`src/design/gnms_pkg.sv`:
```
// Shared types and constants of the gradient non-maximum suppression block.
`timescale 1ns / 1ps
package gnms_pkg;
    localparam int MAX_COLS   = 1024;
    localparam int MAX_ROWS   = 4096;
    localparam int COL_W      = $clog2(MAX_COLS);
    localparam int ROW_W      = 13;
    localparam int CW         = 16;
    localparam int CFG_COLS_W = 11;
    localparam int CFG_ROWS_W = 13;
    localparam int CFG_W      = 13;
    localparam int MAG_W      = 15;
    localparam int G_W        = 16;
    localparam int OPD_W      = 17;
    localparam int PROD_W     = 33;
    localparam int SIDE_W     = 34;
    localparam int Q_DEPTH    = 8;
    localparam int Q_AW       = $clog2(Q_DEPTH);
    localparam int Q_CW       = Q_AW + 1;

    localparam logic [1:0] LBL_UNEXAMINED = 2'd0;
    localparam logic [1:0] LBL_NO_EDGE    = 2'd1;
    localparam logic [1:0] LBL_POSSIBLE   = 2'd2;

    localparam logic CFG_IDX_COLS = 1'b0;
    localparam logic CFG_IDX_ROWS = 1'b1;

    typedef struct packed {
        logic [MAG_W-1:0]      magnitude;
        logic signed [G_W-1:0] grad_x;
        logic signed [G_W-1:0] grad_y;
        logic                  pad;
    } t_gnms_in;

    typedef struct packed {
        logic [1:0] edge_label;
        logic       frame_end;
    } t_gnms_out;

    // classified word handed from front to back
    typedef struct packed {
        logic signed [OPD_W-1:0] a1;
        logic signed [OPD_W-1:0] b1;
        logic signed [OPD_W-1:0] a2;
        logic signed [OPD_W-1:0] b2;
        logic signed [G_W-1:0]   gx;
        logic signed [G_W-1:0]   gy;
        logic                    examine;
        logic                    zero;
        logic                    last;
    } t_gnms_op;
endpackage

```
`src/design/gnms_back.sv`:
```
// Back: side-test products, sign decision and output register.
`timescale 1ns / 1ps
module gnms_back (
    input  logic                i_clk,
    input  logic                i_rst_n,
    input  logic                i_q_valid,
    input  gnms_pkg::t_gnms_op  i_op,
    output logic                o_pop,
    output logic                o_valid,
    input  logic                i_ready,
    output gnms_pkg::t_gnms_out o_out
);
    import gnms_pkg::*;

    logic r_b_v, r_b_exam, r_b_zero, r_b_last;
    logic signed [PROD_W-1:0] r_pa1, r_pb1, r_pa2, r_pb2;
    logic      r_o_v;
    t_gnms_out r_o;
    logic      out_free, b_load;
    logic signed [SIDE_W-1:0] s1, s2;
    logic [1:0] label;

    assign out_free = !r_o_v || i_ready;
    assign b_load   = !r_b_v || out_free;
    assign o_pop    = i_q_valid && b_load;

    always_comb begin
        s1 = SIDE_W'(r_pb1) - SIDE_W'(r_pa1);
        s2 = SIDE_W'(r_pb2) - SIDE_W'(r_pa2);
        if (!r_b_exam) label = LBL_UNEXAMINED;
        else if (r_b_zero) label = LBL_NO_EDGE;
        else if (s1 > 0 || s2 >= 0) label = LBL_NO_EDGE;
        else label = LBL_POSSIBLE;
    end

    always_ff @(posedge i_clk) begin
        if (!i_rst_n) begin
            r_b_v <= 1'b0;
            r_o_v <= 1'b0;
        end else begin
            if (b_load) r_b_v <= o_pop;
            if (out_free) r_o_v <= r_b_v;
        end
    end

    always_ff @(posedge i_clk) begin
        if (o_pop) begin
            r_pa1 <= i_op.a1 * i_op.gx;
            r_pb1 <= i_op.b1 * i_op.gy;
            r_pa2 <= i_op.a2 * i_op.gx;
            r_pb2 <= i_op.b2 * i_op.gy;
            r_b_exam <= i_op.examine;
            r_b_zero <= i_op.zero;
            r_b_last <= i_op.last;
        end
        if (out_free && r_b_v) begin
            r_o.edge_label <= label;
            r_o.frame_end  <= r_b_last;
        end
    end

    assign o_valid = r_o_v;
    assign o_out   = r_o;
endmodule

```
`config.mk`:
```
export PLATFORM = sky130hd
export DESIGN_NAME = gnms_back
export DESIGN_NICKNAME = d
export VERILOG_FILES = /design/src/design/gnms_pkg.sv /design/src/design/gnms_back.sv
export SDC_FILE = /design/constraint.sdc
export NUM_CORES = 2
export LEC_CHECK = 0
export BUFFER_PORTS_ARGS = -buffer_cell sky130_fd_sc_hd__buf_2
export CORE_MARGIN = 8
export CORE_UTILIZATION = 65
export CTS_CLUSTER_DIAMETER = 60
export DETAILED_ROUTE_END_ITERATION = 16
export PLACE_DENSITY = 0.81
export RECOVER_POWER = 50
export SYNTH_ARGS = -nofsm -noshare
export SYNTH_HDL_FRONTEND = slang
export SYNTH_SLANG_ARGS = --single-unit
```
`constraint.sdc`:
```
create_clock -name i_clk -period 14.7 [get_ports i_clk]
set_input_delay 0.735 -clock i_clk [delete_from_list [all_inputs] [get_ports i_clk]]
set_output_delay 0.735 -clock i_clk [all_outputs]
set_load 0.03 [all_outputs]
```
==> flow_summary_export.csv <==
group,metric,value,unit
timing,tightest_slew,7.34,ns
logic_synthesis,async_reset_ff_frac,0,
timing,fin_tns_setup,0,ns
critical_path,crit_fanout,136,
detailed_routing,dr.pass1.iters,6,
timing,fin_crit_sh,0.541,
logic_synthesis,syn_nets,6748,
clocking,clk_pin_slew,0.07,ns
critical_path,endpoint_kind,"primary output",
timing,drv_slew,207,
clocking,postCtsSetupBuffers,0,
finish,fill_cells,5682,
worst_hold_path,hold_path_class,"flop to flop",
critical_path,r2r_cells,3,
grt,grt_pass1_wl,188000,um
grt,track_usage,0.280,
clocking,htreeDepth,4,
critical_path,arrival,7.22,ns
outcome,outcome,"complete, but fails checks",
finish,postLayoutCoreUtil,0.677,
logic_synthesis,synth-edff-count,138,
logic_synthesis,syn_inst,5134,
detailed_routing,viasPerCell,5.69,
critical_path,cp-start-kind,"flop",
critical_path,critPathTopFamily,"buffers and inverters",
die,dieArea,83400,um2
finish,synthToLayoutAreaGrowth,3.57,%
clocking,cts_buffer_depth,2,
logic_synthesis,ys_seq_area_frac,0.0865,
finish,mostFrequentLayoutCell,"inv_1",
critical_path,r2r-end,"r_b_zero$_DFFE_PP_",
logic_synthesis,ys_seq_elements,140,
detailed_routing,via_count,34486,
die,ioPinCount,112,
grt,antenna_found_initial,2,
outcome,violations,"max-capacitance violations, max-slew violations",
die,die_w,289,um
logic_synthesis,synth_ff_type,"edfxtp_1",
clocking,cts_resized,0,
clocking,hold_buffers,0,
logic_synthesis,synth_area_leaders,"fa_1, ha_1, inv_1",
logic_synthesis,yosysTopAreaCell,"fa_1",
logic_synthesis,synth_top_area_frac,0.457,
logic_synthesis,syn_avg_cell_area,9.42,um2
timing,hold_viol_final,0,
detailed_routing,wl,109000,um
critical_path,r2r-start,"o_valid$_SDFFE_PN0P_",
finish,drive_above_1_share,0.0332,
die,die_h,289,um
worst_hold_path,worstHoldPathCells,0,
timing,setup_slack,6.74,ns
timing,fmax,126,MHz
clocking,numCtsBuffers,17,
placed_design,hpwlAfterDp,88500,um
timing,fin_skew,0.0118,ns
detailed_routing,wl_per_cell,18.0,um
die,core,74100,um2
grt,gr-total-overflow,0,
logic_synthesis,synth_warnings,0,
detailed_routing,ant_nets,0,
critical_path,crit_chain,"nor2b_1 -> a21boi_4 -> clkbuf_1 -> buf_2",
die,rows,100,
finish,layout_common_cells,"inv_1, fa_1, nand2_1",
detailed_routing,drcViolationCount,0,
logic_synthesis,ys_types,86,
clocking,cts_root_buffer,"clkbuf_16",
job,max-cap-violations,3,
timing,rsz0062_at_grt,"no",
die,start_util,0.653,
critical_path,critical-path-max-stage-delay,5.02,ns
clocking,clock_latency,0.43,ns
timing,finalCriticalPeriod,7.96,ns
placed_design,port_buffers,111,
timing,setup_viol,0,
placed_design,dp_slack,7.07,ns
placed_design,gp_congestion,0.890,
grt,first_global_vias,39188,
worst_hold_path,min-delay-start,"r_b_last$_DFFE_PP_",
clocking,cts_sinks,140,
logic_synthesis,synth_area,48400,um2
critical_path,path_buf_inv,2,
critical_path,path_class,"flop to primary output",
critical_path,slowest_stage,"clkbuf_1",
timing,relSlewSlack,-3.89,
critical_path,crit_required,13.97,ns
detailed_routing,drtIter0Drc,2053,
clocking,cts_tree,"yes",
critical_path,reg2reg_slack,8.17,ns
worst_hold_path,worst_hold_path.endpoint,"o_out[0]$_DFFE_PP_",
grt,grt_max_degree,137,
finish,fin_nets,6697,
[cell families (layout without fill, tap and decap cells)]
group / after synthesis / after routing / synth area share
AOI/OAI and AO/OA: 415 / 415 / 0.0583
xor gates and xnor gates: 156 / 156 / 0.0282
adders and majority gates: 1507 / 1507 / 0.561
buffers and inverters: 1472 / 1432 / 0.114
DFF: 140 / 140 / 0.0865
muxes: 8 / 8 / 0.00171
other: 0 / 1 / 0
and+or+nand+nor: 1436 / 1436 / 0.150
[through the flow]
stage | cells | area (um2) | hold slack (ns)
after floorplan | 5134 | 48400 | 0.400
after global placement | 6033 | 49500 | 0.419
after detailed placement | 6033 | 49500 | 0.422
after CTS | 6063 | 50100 | 0.450
after global routing | 6063 | 50100 | 0.453
final | 6064 | 50100 | 0.447
[state kept, by name, indices dropped and copies added, names as in the netlist, 3 cells and up]
name   cells
o_out      3
r_pa1     33
r_pb2     33
r_pb1     33
r_pa2     33
[worst max path at each step]
stage,startpoint,endpoint,slack (ns),cells past startpoint
after floorplan,i_ready,r_b_exam$_DFFE_PP_,2.64,2
after global placement,i_op[34],r_pa1[29]$_DFFE_PP_,7.20,21
after detailed placement,i_op[34],r_pa2[32]$_DFFE_PP_,7.07,22
after CTS,i_op[34],r_pa1[31]$_DFFE_PP_,7.54,20
after global routing,o_valid$_SDFFE_PN0P_,o_pop,5.96,4
final,o_valid$_SDFFE_PN0P_,o_pop,6.74,4
[synth_stat cells, drive strengths merged (19+ instances only)]
master and number:
inv 1288, fa 1105, nand2 576, and2 517
ha 402, clkbuf 177, edfxtp 138, xnor2 125
a21oi 122, nor2 113, o21ai 74, a21o 66
nor3 44, nand2b 33, nand3 33, xor2 31
and3 24, o21a 23, or3 21, o21bai 19
[layout make-up]
cell class,instances,area (um2),share of cell area
Tap cell,969,1210,0.0242
Timing Repair Buffer,113,559,0.0112
Inverter,1289,4840,0.0965
Clock inverter,13,218,0.00434
Antenna cell,1,2.50,0.0000499
Clock buffer,17,425,0.00849
Multi-Input combinational cell,3522,38700,0.772
Sequential cell,140,4180,0.0835
[metal layers]
metal  GRT usage  vias up  wire (um)
li1            -    15255          -
met2       0.502     1238      56900
met4       0.125        0       4920
met5           0        -          0
met1       0.333    17610      40300
met3      0.0412      383       6930
Power is not shown: default switching activity piles up to over one toggle a cycle in this logic, so the estimate is an artifact.
