--- src/design/gnms_pkg.sv ---
// Shared types and constants of the gradient non-maximum suppression block.
`timescale 1ns / 1ps
package gnms_pkg;
    localparam int MAX_COLS   = 1024;
    localparam int MAX_ROWS   = 4096;
    localparam int COL_W      = $clog2(MAX_COLS);
    localparam int ROW_W      = 13;
    localparam int CW         = 16;
    localparam int CFG_COLS_W = 11;
    localparam int CFG_ROWS_W = 13;
    localparam int CFG_W      = 13;
    localparam int MAG_W      = 15;
    localparam int G_W        = 16;
    localparam int OPD_W      = 17;
    localparam int PROD_W     = 33;
    localparam int SIDE_W     = 34;
    localparam int Q_DEPTH    = 8;
    localparam int Q_AW       = $clog2(Q_DEPTH);
    localparam int Q_CW       = Q_AW + 1;

    localparam logic [1:0] LBL_UNEXAMINED = 2'd0;
    localparam logic [1:0] LBL_NO_EDGE    = 2'd1;
    localparam logic [1:0] LBL_POSSIBLE   = 2'd2;

    localparam logic CFG_IDX_COLS = 1'b0;
    localparam logic CFG_IDX_ROWS = 1'b1;

    typedef struct packed {
        logic [MAG_W-1:0]      magnitude;
        logic signed [G_W-1:0] grad_x;
        logic signed [G_W-1:0] grad_y;
        logic                  pad;
    } t_gnms_in;

    typedef struct packed {
        logic [1:0] edge_label;
        logic       frame_end;
    } t_gnms_out;

    // classified word handed from front to back
    typedef struct packed {
        logic signed [OPD_W-1:0] a1;
        logic signed [OPD_W-1:0] b1;
        logic signed [OPD_W-1:0] a2;
        logic signed [OPD_W-1:0] b2;
        logic signed [G_W-1:0]   gx;
        logic signed [G_W-1:0]   gy;
        logic                    examine;
        logic                    zero;
        logic                    last;
    } t_gnms_op;
endpackage

--- src/design/gnms_queue.sv ---
// Short queue of classified words between front and back.
`timescale 1ns / 1ps
module gnms_queue (
    input  logic                    i_clk,
    input  logic                    i_rst_n,
    input  logic                    i_push,
    input  gnms_pkg::t_gnms_op      i_op,
    input  logic                    i_pop,
    output logic                    o_valid,
    output gnms_pkg::t_gnms_op      o_op,
    output logic [gnms_pkg::Q_CW-1:0] o_count
);
    import gnms_pkg::*;

    t_gnms_op        r_mem [Q_DEPTH];
    logic [Q_AW-1:0] r_wp, r_rp;
    logic [Q_CW-1:0] r_cnt;

    always_ff @(posedge i_clk) begin
        if (i_push) r_mem[r_wp] <= i_op;
    end

    always_ff @(posedge i_clk) begin
        if (!i_rst_n) begin
            r_wp  <= '0;
            r_rp  <= '0;
            r_cnt <= '0;
        end else begin
            if (i_push) r_wp <= r_wp + Q_AW'(1);
            if (i_pop)  r_rp <= r_rp + Q_AW'(1);
            case ({i_push, i_pop})
                2'b10:   r_cnt <= r_cnt + Q_CW'(1);
                2'b01:   r_cnt <= r_cnt - Q_CW'(1);
                default: r_cnt <= r_cnt;
            endcase
        end
    end

    assign o_valid = (r_cnt != '0);
    assign o_op    = r_mem[r_rp];
    assign o_count = r_cnt;

    a_no_overflow: assert property (@(posedge i_clk) disable iff (!i_rst_n)
        (r_cnt == Q_CW'(Q_DEPTH)) |-> !i_push || i_pop)
        else $error("queue push while full");
    a_no_underflow: assert property (@(posedge i_clk) disable iff (!i_rst_n)
        i_pop |-> (r_cnt != '0))
        else $error("queue pop while empty");
    a_count_ptr: assert property (@(posedge i_clk) disable iff (!i_rst_n)
        (r_cnt != Q_CW'(Q_DEPTH)) |-> (Q_AW'(r_wp - r_rp) == r_cnt[Q_AW-1:0]))
        else $error("queue count and pointers disagree");
endmodule

--- config.mk ---
export PLATFORM = sky130hd
export DESIGN_NAME = gnms_queue
export DESIGN_NICKNAME = d
export VERILOG_FILES = /design/src/design/gnms_pkg.sv /design/src/design/gnms_queue.sv
export SDC_FILE = /design/constraint.sdc
export NUM_CORES = 1
export LEC_CHECK = 0
export BUFFER_PORTS_ARGS = -buffer_cell sky130_fd_sc_hd__buf_4
export CAP_MARGIN = 10
export CORE_ASPECT_RATIO = 0.6
export CORE_MARGIN = 1
export CORE_UTILIZATION = 54
export CTS_CLUSTER_DIAMETER = 100
export DETAILED_ROUTE_END_ITERATION = 10
export GPL_ROUTABILITY_DRIVEN = 0
export PLACE_DENSITY_LB_ADDON = 0.08
export SKIP_CTS_REPAIR_TIMING = 1
export SLEW_MARGIN = 15
export SYNTH_ARGS = -nofsm -noshare
export SYNTH_HDL_FRONTEND = slang
export SYNTH_SLANG_ARGS = --single-unit
--- constraint.sdc ---
create_clock -name i_clk -period 10 [get_ports i_clk]
set_clock_uncertainty 0.2 [all_clocks]
set_input_delay 2 -clock i_clk [delete_from_list [all_inputs] [get_ports i_clk]]
set_output_delay 2 -clock i_clk [all_outputs]
set_load 0.05 [all_outputs]
==> results of run 1 <==
[metrics by stage]
step	instance area, µm²	hold WS (ns)
global placement	34300	0.268
global route	36700	0.331
finish	36700	0.290
floorplan	31900	0.312
CTS	36700	0.290
detailed placement	34300	0.282
[sequential cells by signal, indices dropped and copies added, names as in the netlist, named ones only]
name,cells
r_wp,3
r_mem,824
o_count,4
r_rp,3
[path summary, 6_finish.rpt]
kind                                      to        from  slack, ns
worst max register to register  r_mem[4][34]     r_wp[2]       6.98
worst min register to register    o_count[3]  o_count[3]       0.29
worst max-delay path                o_op[86]        flop       4.40
worst min-delay path              o_count[3]  o_count[3]       0.29
[area by class of cell]
class	count	area share
Antenna cell	2	0.000136
Clock buffer	85	0.0533
Clock inverter	47	0.0132
Inverter	1	0.000102
Multi-Input combinational cell	362	0.176
Sequential cell	837	0.681
Tap cell	770	0.0262
Timing Repair Buffer	241	0.0499
[placed cells by master (no fill, tap or decap), drive strengths merged, types with 4 or more instances in the layout]
cell type	count
edfxtp	824
buf	241
mux4	206
mux2	104
clkbuf	85
clkinv	33
dfxtp	13
bufinv	10
nand2	6
nor2	6
and2	6
ha	5
xor2	4
nand2b	4
mux2i	4
[power by group through the flow]
stage	Combinational (µW)	Clock, µW	Sequential [µW]
after floorplan	673	0	4060
after global placement	914	0	4060
after detailed placement	923	0	4070
after CTS	925	2940	3990
after global routing	961	3070	4000
final	908	2880	3990
[critical path, stage by stage (launching register included)]
cell	delay [ns]
dfxtp_4	0.82
buf_4	0.80
mux4_2	0.60
mux2_2	0.30
buf_4	0.20
[cells by family after synthesis]
kind of cell | after synthesis | share of synthesized area
buffers and inverters | 60 | 0.0152
multiplexers | 314 | 0.191
adder cells (fa/ha/maj) | 5 | 0.00196
flip-flops | 837 | 0.784
AND/OR/NAND/NOR | 31 | 0.00514
AO/OA/AOI/OAI | 5 | 0.00110
XOR/XNOR | 7 | 0.00192
[per-layer routing]
| layer | vias to the layer above | routed length [µm] | GRT usage |
|---|---|---|---|
| li1 | 5908 | - | - |
| met1 | 7188 | 25600 | 0.283 |
| met2 | 313 | 29900 | 0.336 |
| met3 | 80 | 3610 | 0.0510 |
| met4 | 4 | 1000 | 0.0504 |
| met5 | - | 23 | 0 |
==> flow_metrics.py, run 1 <==
metrics = {
    "synthesis": {
        "yosys_warnings": 0,
        "synth_ff_type": "edfxtp_1",
        "ys_seq_elements": 837,
        "yosysMostFrequentCell": "edfxtp_1",
        "seq_area_frac_synth": 0.784,
        "synth_top_area_share": 0.776,
        "yosys.cell_types.count": 30,
        "synthCells": 1259,
        "netlist_area_um2": 31900,
        "avgSynthCellArea_um2": 25.3,
        "syn_nets": 1371,
        "yosys-top-cells-area": "edfxtp_1 (78%), mux4_2 (15%), mux2_4 (3.0%)",
        "async_flop_share": 0,
        "synth_edf_count": 824,
        "synth_common_cells": "edfxtp_1 (824), mux4_2 (206), mux2_4 (63), mux2_2 (41), buf_2 (25)",
        "synth_top_cell_by_area": "edfxtp_1",
    },
    "die": {
        "rows": 68,
        "initial_core_util": 0.551,
        "core-area_um2": 57900,
        "die_area_um2": 60100,
        "boundaryPins": 215,
        "die_x_um": 316,
        "die_h_um": 190,
    },
    "clocking": {
        "clkLatencyLatePin_ns": 0.60,
        "path_clk_slew_ns": 0.07,
        "cts_root_buf": "clkbuf_16",
        "cts_sinks": 837,
        "tritoncts": "built",
        "clockBufferDepth": 3,
        "htree_num_levels": 3,
        "numCtsBuffers": 75,
    },
    "power_and_ir_drop": {
        "pwr-share-clk": 0.371,
        "seq_power_share": 0.513,
        "power.share.switching": 0.231,
        "power.total_uw": 7780,
        "leakagePower_uw": 0.0118,
        "p_per_area_nw_per_um2": 212,
        "p_int_uw": 5980,
        "p_sw_uw": 1790,
        "combPwrFrac": 0.117,
        "ir_drop_uv": 155,
    },
    "drt": {
        "wl_per_cell_um": 25.7,
        "via_count": 13500,
        "vias_per_cell": 5.75,
        "dr.first_iter.drc_count": 934,
        "ant_nets": 0,
        "first_pass_iters": 5,
        "routed_wl_um": 60200,
        "drc": 0,
    },
    "global_route": {
        "antenna_found_initial": 4,
        "grt_pass1_vias": 14400,
        "grt-ovfl-total": 0,
        "grt_pass1_wl_um": 90200,
        "grt_max_degree": 153,
        "grt_use_total": 0.206,
    },
    "cells_and_area": {
        "register_area_um2": 25000,
        "area_delta_synth_final_pct": 15.1,
        "fill_cells": 3886,
        "multi_input_area_um2": 6460,
        "post_route_cells_drive_above_1_share": 0.427,
        "nets": 1630,
        "final_core_util": 0.634,
        "stdcell_count": 2345,
    },
    "sta": {
        "min_period_over_period": 0.560,
        "fmax_mhz": 179,
        "setup_viol": 0,
        "worst_pin_slew_ns": 1.08,
        "report.final.slew_viol_count": 0,
        "finalSetupTns_ns": 0,
        "period_minus_slack_ns": 5.60,
        "hold_viol_final": 0,
        "grt_setup_unrepaired": "false",
        "slew_headroom": 0.278,
        "setup_slack_ns": 4.40,
    },
    "status": {
        "outcome": "finished clean",
    },
    "worst_hold_path": {
        "hp-class": "reg2reg",
        "min_path_cells": 2,
    },
    "critical_path": {
        "cp.required_ns": 7.80,
        "reg2regPathDepth": 4,
        "arrival_ns": 3.40,
        "startpoint_type": "flop",
        "worstSetupPathType": "reg2out",
        "end_kind": "primary output",
        "cp_max_fo": 45,
    },
    "placement": {
        "dp_hpwl_um": 31700,
        "portBuffers": 214,
        "place_ws_ns": 4.92,
        "post-place-cells": 2211,
    },
    "flow_run": {
        "cap_violations": 0,
    },
}
Note: power is estimated with default switching activity, not from simulation.
==> inputs of run 2 (changes only) <==
Settings changed: CORE_UTILIZATION 54 to 60.
Clock period 10 ns to 5.7 ns, I/O delays scaled along.
==> run 2 against run 1 <==
Critical path depth stayed put. Routed wire length decreased by 1.7%. Register-to-register slack got worse by 3.9 ns. Clock power rose by 64%. Sequential cell count stayed put. Power is 71% higher. Via count up 1.3%. Sequential share of layout area is 0.17 points higher. First-iteration DRC count rose by 17%. Hold slack worse by 0.0035 ns. Largest cell class unchanged.
==> flow_metrics.py, run 2 (synthesis gave the netlist of run 1 again) <==
metrics = {
    "drt": {
        "first_pass_iters": 5,
        "via_count": 13700,
        "ant_nets": 0,
        "routed_wl_um": 59100,
        "vias_per_cell": 6.00,
        "drc": 0,
        "dr.first_iter.drc_count": 1094,
        "wl_per_cell_um": 26.0,
    },
    "worst_hold_path": {
        "hold_start": "o_count[3]",
        "hp-class": "reg2reg",
        "min_path_cells": 2,
    },
    "cells_and_area": {
        "largest_reg_flops": 824,
        "largest_register": "r_mem",
        "layout_commonest_cell": "edfxtp_1",
        "post_route_cells_drive_above_1_share": 0.420,
        "register_area_um2": 25000,
        "fill_cells": 3199,
        "stdcell_count": 2277,
        "multi_input_area_um2": 6480,
        "nets": 1629,
        "area_delta_synth_final_pct": 14.8,
        "final_cell_mix": "edfxtp_1 (824), buf_4 (228), mux4_2 (206), clkbuf_16 (74), mux2_4 (63)",
    },
    "global_route": {
        "use_met2": 0.371,
        "grt_pass1_vias": 14500,
        "gr-usage-met1": 0.324,
        "grt-ovfl-total": 0,
        "antenna_found_initial": 2,
        "grt_pass1_wl_um": 90000,
        "grt_use_total": 0.226,
        "groute.layer.met3.usage": 0.0366,
        "grt_max_degree": 91,
        "grt-busiest-layer": "met2",
    },
    "critical_path": {
        "rr_startpoint": "r_wp[0]",
        "critPathSlowestCell": "dfxtp_4",
        "reg2regPathDepth": 3,
        "startpoint_type": "flop",
        "cp_max_fo": 26,
        "worstSetupPathType": "reg2out",
        "arrival_ns": 2.94,
        "path_cells": "buf_4, mux4_2, mux2_4, buf_4",
        "cp.required_ns": 4.36,
        "end_kind": "primary output",
        "cpPeakStageDelay_ns": 0.69,
        "crit_buf_inv": 2,
        "cp_top_family": "multiplexers",
        "critical_path.most_common_cell": "buf_4",
        "cp.depth": 4,
    },
    "clocking": {
        "tritoncts": "built",
        "numCtsBuffers": 73,
        "clkLatencyLatePin_ns": 0.59,
        "clockBufferDepth": 3,
        "path_clk_slew_ns": 0.07,
        "cts_root_buf": "clkbuf_16",
        "htree_num_levels": 3,
        "cts_sinks": 837,
    },
    "sta": {
        "grt_setup_unrepaired": "false",
        "report.final.slew_viol_count": 0,
        "slew_headroom": 0.297,
        "hold_viol_final": 0,
        "setup_viol": 0,
        "setup_slack_ns": 1.42,
        "period_minus_slack_ns": 4.28,
        "fmax_mhz": 234,
        "worst_pin_slew_ns": 1.05,
        "min_period_over_period": 0.751,
    },
    "die": {
        "initial_core_util": 0.607,
        "rows": 65,
        "die_h_um": 181,
        "die_area_um2": 54100,
        "core-area_um2": 52500,
        "die_x_um": 300,
        "boundaryPins": 215,
    },
    "power_and_ir_drop": {
        "p_per_area_nw_per_um2": 364,
        "power.total_uw": 13300,
        "ir_drop_uv": 285,
        "leakagePower_uw": 0.0118,
    },
    "placement": {
        "dp_hpwl_um": 31400,
        "portBuffers": 214,
        "post-place-cells": 2145,
        "place_ws_ns": 1.99,
    },
    "flow_run": {
        "cap_violations": 0,
    },
    "status": {
        "outcome": "finished clean",
    },
}
run 2: cell count changes in the layout (fill, tap and decap cells not counted):
cell        before  now
buf_4          239  228
clkbuf_8         0    1
clkinv_8         0    1
buf_12           2   14
bufinv_16       10    5
clkinvlp_4       2    3
nor3_4           0    2
clkbuf_1         8   11
nor3_2           2    0
clkbuf_16       77   74
clkinv_2        17   10
inv_6            2    3
clkinv_1        15   21
run 2: power by group:
| group | switching [µW] | internal [µW] | total [µW] |
|---|---|---|---|
| clock | 2080 | 2630 | 4710 |
| combinational | 954 | 664 | 1620 |
| sequential | 70.3 | 6920 | 6990 |
run 2: metrics by stage:
step           instance area [µm²]  TNS, ns  utilization  hold slack (ns)
6_report                     36600        0        0.697            0.287
5_1_grt                      36600        0        0.697            0.325
4_1_cts                      36600        0        0.697            0.284
3_5_place_dp                 34400        0        0.654            0.275
3_3_place_gp                 34400        0        0.654            0.261
2_1_floorplan                31900  -428.10            -            0.312
run 2: worst paths after layout:
path	to	slack, ns
max	o_op[31]	1.42
min	o_count[3]	0.29
max reg2reg	r_mem[5][80]	3.10
min reg2reg	o_count[3]	0.29
run 2: worst reg2reg max path: cells and delay by family, from the launching register on:
family / cells / cell delay, ns
simple gates: 2 / 1.07
flops: 1 / 0.55
buf+inv: 1 / 0.41
run 2: layer usage:
metal | vias to the layer above | wire [µm]
met4 | 0 | 1030
li1 | 5921 | -
met3 | 68 | 2440
met2 | 303 | 30000
met1 | 7380 | 25600
met5 | - | 0
run 2: final cells by class:
class / instances / share of cell area
Antenna cell: 2 / 0.000137
Clock buffer: 86 / 0.0521
Clock inverter: 44 / 0.00963
Inverter: 1 / 0.000102
Multi-Input combinational cell: 362 / 0.177
Sequential cell: 837 / 0.683
Tap cell: 703 / 0.0240
Timing Repair Buffer: 242 / 0.0544
